--- config.mk ---
export PLATFORM = sky130hd
export DESIGN_NAME = bfk_core
export DESIGN_NICKNAME = d
export VERILOG_FILES = /design/src/rtl/bfk_pkg.sv /design/src/rtl/bfk_core.sv
export SDC_FILE = /design/constraint.sdc
export NUM_CORES = 1
export LEC_CHECK = 0
export ABC_AREA = 1
export CORE_ASPECT_RATIO = 1.1
export CORE_MARGIN = 2
export CORE_UTILIZATION = 45
export CTS_BUF_LIST = sky130_fd_sc_hd__clkbuf_2
export DETAILED_ROUTE_END_ITERATION = 7
export DONT_BUFFER_PORTS = 1
export PLACE_DENSITY = 0.62
export SLEW_MARGIN = 5
export SYNTH_ARGS = -nofsm -noshare
export SYNTH_HDL_FRONTEND = slang
export SYNTH_SLANG_ARGS = --single-unit
--- constraint.sdc ---
create_clock -name i_clk -period 10.9 [get_ports i_clk]
set_input_delay 0.545 -clock i_clk [delete_from_list [all_inputs] [get_ports i_clk]]
set_output_delay 0.545 -clock i_clk [all_outputs]
set_load 0.05 [all_outputs]
--- src/rtl/bfk_pkg.sv ---
// Package for the Blowfish-style cipher block: sizes, operation codes, helpers.
// No dependencies.
`timescale 1ns / 1ps
package bfk_pkg;
    localparam int TABLE_WORDS = 1042;
    localparam int ROUNDS      = 16;
    localparam int AW          = 11;
    localparam logic [AW-1:0] SBOX0 = 11'h012;
    localparam logic [AW-1:0] SBOX1 = 11'h112;
    localparam logic [AW-1:0] SBOX2 = 11'h212;
    localparam logic [AW-1:0] SBOX3 = 11'h312;
    localparam logic [AW-1:0] LAST_PAIR = 11'd1040;

    typedef enum logic [1:0] {
        OP_WRITE   = 2'd0,
        OP_ENCRYPT = 2'd1,
        OP_DECRYPT = 2'd2,
        OP_KEY     = 2'd3
    } t_op;

    typedef struct packed {
        logic        start;
        logic        decrypt;
        logic [31:0] w0;
        logic [31:0] w1;
    } t_cmd;

    function automatic logic [31:0] byte_swap(input logic [31:0] v);
        byte_swap = {v[7:0], v[15:8], v[23:16], v[31:24]};
    endfunction
endpackage

--- src/rtl/bfk_core.sv ---
// Round engine: runs one 16-round encryption or decryption through the table.
// Depends on bfk_pkg; reads the table through an external RAM read port.
`timescale 1ns / 1ps
module bfk_core (
    input  logic                 i_clk,
    input  logic                 i_rst_n,
    input  bfk_pkg::t_cmd        i_cmd,
    output logic [bfk_pkg::AW-1:0] o_raddr,
    input  logic [31:0]          i_rdata,
    output logic                 o_done,
    output logic [31:0]          o_w0,
    output logic [31:0]          o_w1
);
    import bfk_pkg::*;

    // per round: read P, then four S-box reads; final: two P reads
    typedef enum logic [2:0] {S_IDLE, S_P, S_S0, S_S1, S_S2, S_S3, S_F0, S_F1} t_state;

    t_state      r_state;
    logic [4:0]  r_round;
    logic        r_dec;
    logic [31:0] r_x, r_y, r_z, r_f;
    logic        r_done;
    logic [31:0] r_o0, r_o1;
    logic [AW-1:0] n_addr;
    logic [31:0] i_rdata_z;

    assign i_rdata_z = i_rdata ^ r_x;

    always_comb begin
        n_addr = '0;
        unique case (r_state)
            S_IDLE: n_addr = i_cmd.decrypt ? AW'(ROUNDS + 1) : '0;
            S_P:    n_addr = SBOX0 + AW'(i_rdata_z[31:24]);
            S_S0:   n_addr = SBOX1 + AW'(r_z[23:16]);
            S_S1:   n_addr = SBOX2 + AW'(r_z[15:8]);
            S_S2:   n_addr = SBOX3 + AW'(r_z[7:0]);
            S_S3:   n_addr = (r_round == 5'(ROUNDS - 1))
                             ? (r_dec ? AW'(1) : AW'(ROUNDS))
                             : AW'(r_dec ? 5'(ROUNDS) - r_round : r_round + 5'd1);
            S_F0:   n_addr = r_dec ? AW'(0) : AW'(ROUNDS + 1);
            default: n_addr = '0;
        endcase
    end

    assign o_raddr   = n_addr;

    always_ff @(posedge i_clk) begin
        if (!i_rst_n) begin
            r_state <= S_IDLE;
            r_done  <= 1'b0;
            r_round <= '0;
            r_dec   <= 1'b0;
        end else begin
            r_done <= 1'b0;
            unique case (r_state)
                S_IDLE: if (i_cmd.start) begin
                    r_x     <= i_cmd.w1;
                    r_y     <= i_cmd.w0;
                    r_dec   <= i_cmd.decrypt;
                    r_round <= '0;
                    r_state <= S_P;
                end
                S_P: begin
                    r_z     <= i_rdata_z;
                    r_state <= S_S0;
                end
                S_S0: begin
                    r_f     <= i_rdata;
                    r_state <= S_S1;
                end
                S_S1: begin
                    r_f     <= i_rdata + r_f;
                    r_state <= S_S2;
                end
                S_S2: begin
                    r_f     <= i_rdata ^ r_f;
                    r_state <= S_S3;
                end
                S_S3: begin
                    r_x <= r_y ^ (i_rdata + r_f);
                    r_y <= r_z;
                    if (r_round == 5'(ROUNDS - 1)) begin
                        r_state <= S_F0;
                    end else begin
                        r_round <= r_round + 5'd1;
                        r_state <= S_P;
                    end
                end
                S_F0: begin
                    r_o0    <= r_x ^ i_rdata;
                    r_state <= S_F1;
                end
                S_F1: begin
                    r_o1    <= r_y ^ i_rdata;
                    r_done  <= 1'b1;
                    r_state <= S_IDLE;
                end
                default: r_state <= S_IDLE;
            endcase
        end
    end

    assign o_done = r_done;
    assign o_w0   = r_o0;
    assign o_w1   = r_o1;
endmodule

==> results.sh <==
export IMPL_synth_area_top_cells="edfxtp_1 49%, nand2_1 15%, inv_1 6.0%"
export IMPL_hold_class="input pin to flop"
export IMPL_clkSinkCount=202
export IMPL_final_layout_size_suffix_gt1_share_pct=7.58
export IMPL_rsz0062_at_grt="no"
export IMPL_rows=61
export IMPL_cts_tree="done"
export IMPL_fill_cells=2453
export IMPL_wl_per_cell_um=19.1
export IMPL_grt_util_all_layers_pct=26.5
export IMPL_power_density_mw_per_mm2=138
export IMPL_synth_ff_type="edfxtp_1"
export IMPL_grt_max_degree=89
export IMPL_ys_warnings_count=0
export IMPL_synth_common_cells="471 x nand2_1, 192 x edfxtp_1, 189 x inv_1, 95 x nand3_1, 76 x xor2_1"
export IMPL_cp_start_kind="flop"
export IMPL_area_delta_synth_final_pct=16.3
export IMPL_grt_pass1_wl_um=55300
export IMPL_syn_area_per_cell_um2=8.57
export IMPL_multi_input_area_mm2=0.00494
export IMPL_crit_end="o_raddr[10]"
export IMPL_synth_distinct_cells=41
export IMPL_max_freq_ghz=0.249
export IMPL_reg2reg_depth=6
export IMPL_worstReg2RegEnd="r_f[18]"
export IMPL_synth_nets=1508
export IMPL_cap_viol_max_count=0
export IMPL_post_route_period_util_pct=36.9
export IMPL_synth_largest_area_cell="edfxtp_1"
export IMPL_cp_startpoint="r_state[2]"
export IMPL_die_area_mm2=0.0274
export IMPL_required_ns=10.36
export IMPL_die_x_um=158
export IMPL_nets=1645
export IMPL_wl_um=36200
export IMPL_firstDrtPassIters=5
export IMPL_ant_nets=0
export IMPL_finClkSkew_ns=0.0838
export IMPL_vias=9913
export IMPL_peakVddDrop_mv=0.0705
export IMPL_layout_area_seq_mm2=0.00597
export IMPL_routabilityCongestion=0.947
export IMPL_clk_latency_ns=0.87
export IMPL_cp_max_fo=52
export IMPL_yosysSeqAreaShare_pct=50.8
export IMPL_drc_errors=0
export IMPL_async_reset_ff_share_pct=0
export IMPL_worst_pin_slew_ns=1.22
export IMPL_cts_root_buf="clkbuf_2"
export IMPL_report_final_slew_viol_count=0
export IMPL_htreeDepth=2
export IMPL_dp_hpwl_um=25400
export IMPL_synth_edff_count=192
export IMPL_switchingPower_uw=622
export IMPL_drt_iter0_markers=740
export IMPL_status="completed"
export IMPL_end_kind="output port"
export IMPL_ys_ff_latch=202
export IMPL_critPathKind="flop to output port"
export IMPL_die_y_um=173
export IMPL_antenna_found_initial=1
export IMPL_p_int_mw=1.26
export IMPL_hold_path_depth=2
export IMPL_grt_overflow_total=0
export IMPL_leakage_nw=6.17
export IMPL_critPathArrivalTime_ns=3.48
export IMPL_start_util_pct=46.0
export IMPL_swShare_pct=33.0
export IMPL_syn_inst=1369
export IMPL_worst_slack_ns=6.88
export IMPL_worstReg2RegStart="r_state[2]"
export IMPL_clk_path_buf_depth=3
export IMPL_grt_pass1_vias=9878
export IMPL_syn_cell_area_mm2=0.0117
export IMPL_period_needed_ns=4.02
export IMPL_p_comb_share_pct=20.9
export IMPL_fin_setup_tns_ns=0
export IMPL_core_region_area_mm2=0.0255
export IMPL_finalSetupViolations=0
export IMPL_r2r_slack_ns=8.13
export IMPL_clkPwrFrac_pct=30.1
export IMPL_ios=176
export IMPL_final_hold_viol_count=0
export IMPL_avgViaCountPerCell=5.24
export IMPL_pwr_share_seq_pct=49.0
export IMPL_post_place_ws_ns=7.69
export IMPL_synth_top_area_share_pct=49.1
export IMPL_slew_headroom_pct=18.3
export IMPL_post_cts_setup_buffers=0
export IMPL_io_buffers=0
export IMPL_synthMostInstantiatedCell="nand2_1"
export IMPL_clk_pin_slew_ns=0.09
export IMPL_cts_buffers=54
[area by class of cell]
cell class | instances | area share, %
flip-flops and latches | 202 | 43.7
well taps | 346 | 3.17
repair buffers | 109 | 7.81
clock buffers | 77 | 2.82
multi-input cells | 943 | 36.2
diodes | 1 | 0.0183
inverters | 196 | 5.39
clock inverters | 16 | 0.898
[per-layer routing]
layer | track usage, % | share of wire [%] | vias up
li1 | - | - | 4797
met1 | 34.9 | 43 | 4689
met2 | 43.5 | 47 | 365
met5 | 0 | 0 | -
met4 | 8.48 | 2.5 | 0
met3 | 5.60 | 7.0 | 62
[worst min path at each step]
stage                            from         end  slack (ns)
after floorplan            r_state[0]  r_state[0]        0.49
after global placement        r_z[28]     r_y[28]        0.50
after detailed placement      r_z[26]     r_y[26]        0.51
after CTS                 i_rdata[24]     r_f[24]        0.01
after global routing      i_rdata[27]    o_w0[27]        0.04
final                     i_rdata[31]    o_w0[31]        0.09
[kinds of logic (layout without fill, tap and decap cells)]
family | count (synthesis) | in the layout | share of synthesized area, %
AOI/OAI and AO/OA | 139 | 139 | 7.12
xor gates and xnor gates | 90 | 90 | 6.72
DFF | 202 | 202 | 50.8
other | 0 | 1 | 0
adders and majority gates | 39 | 39 | 4.22
and+or+nand+nor | 675 | 675 | 23.8
buffers and inverters | 224 | 398 | 7.32
[power by group through the flow]
| stage | Combinational (mW) | Sequential (mW) | Clock [mW] |
|---|---|---|---|
| 3_3_place_gp | 0.349 | 0.940 | 0 |
| 3_5_place_dp | 0.353 | 0.940 | 0 |
| 2_1_floorplan | 0.264 | 0.934 | 0 |
| 4_1_cts | 0.391 | 0.923 | 0.583 |
| 5_1_grt | 0.436 | 0.927 | 0.622 |
| 6_report | 0.394 | 0.923 | 0.568 |
[flip-flops by register name, summed over array words and instances, names as in the netlist]
name	flops
o_done	1
o_w0	32
o_w1	32
r_dec	1
r_f	32
r_round	5
r_state	3
r_x	32
r_y	32
r_z	32
[metrics by stage]
stage          cells  instance area, um^2  util, %  hold WS (ns)  power, mW
3_3_place_gp    1697                12100     47.7         0.503       1.29
5_1_grt         1890                13600     53.5        0.0369       1.99
3_5_place_dp    1697                12100     47.7         0.505       1.29
2_1_floorplan   1369                11700        -         0.488       1.20
6_report        1890                13600     53.5        0.0861       1.89
4_1_cts         1889                13600     53.5        0.0109       1.90
[timing repair]
| item | CTS | global route |
|---|---|---|
| hold endpoints to repair | 182 | 0 |
| resized for setup | 0 | 0 |
| hold buffers | 99 | 0 |
[worst max-delay path, stage by stage (launching register included)]
cell and delay (ns):
dfxtp_1 0.50, inv_2 0.14, nor3_4 0.20, buf_4 0.56
nand2_2 0.19, nor3_2 0.37, inv_1 0.12, o21ai_1 0.57
[layout by cell type, fill, tap and decap left out, types with 5 or more instances in the layout]
cell type	count
nand2_1	471
edfxtp_1	192
inv_1	188
dlygate4sd3_1	99
nand3_1	95
clkbuf_2	77
xor2_1	76
nor2_1	64
o21ai_0	47
ha_1	38
a21oi_1	34
xnor2_1	14
o211ai_1	14
nor3_1	11
dfxtp_1	10
buf_4	10
clkinv_1	9
inv_2	8
nand4_1	7
o21bai_1	7
o221ai_1	6
nand3b_1	6
a22oi_1	5
and2_1	5
a211oi_1	5
(Power assumes the default switching activity.)
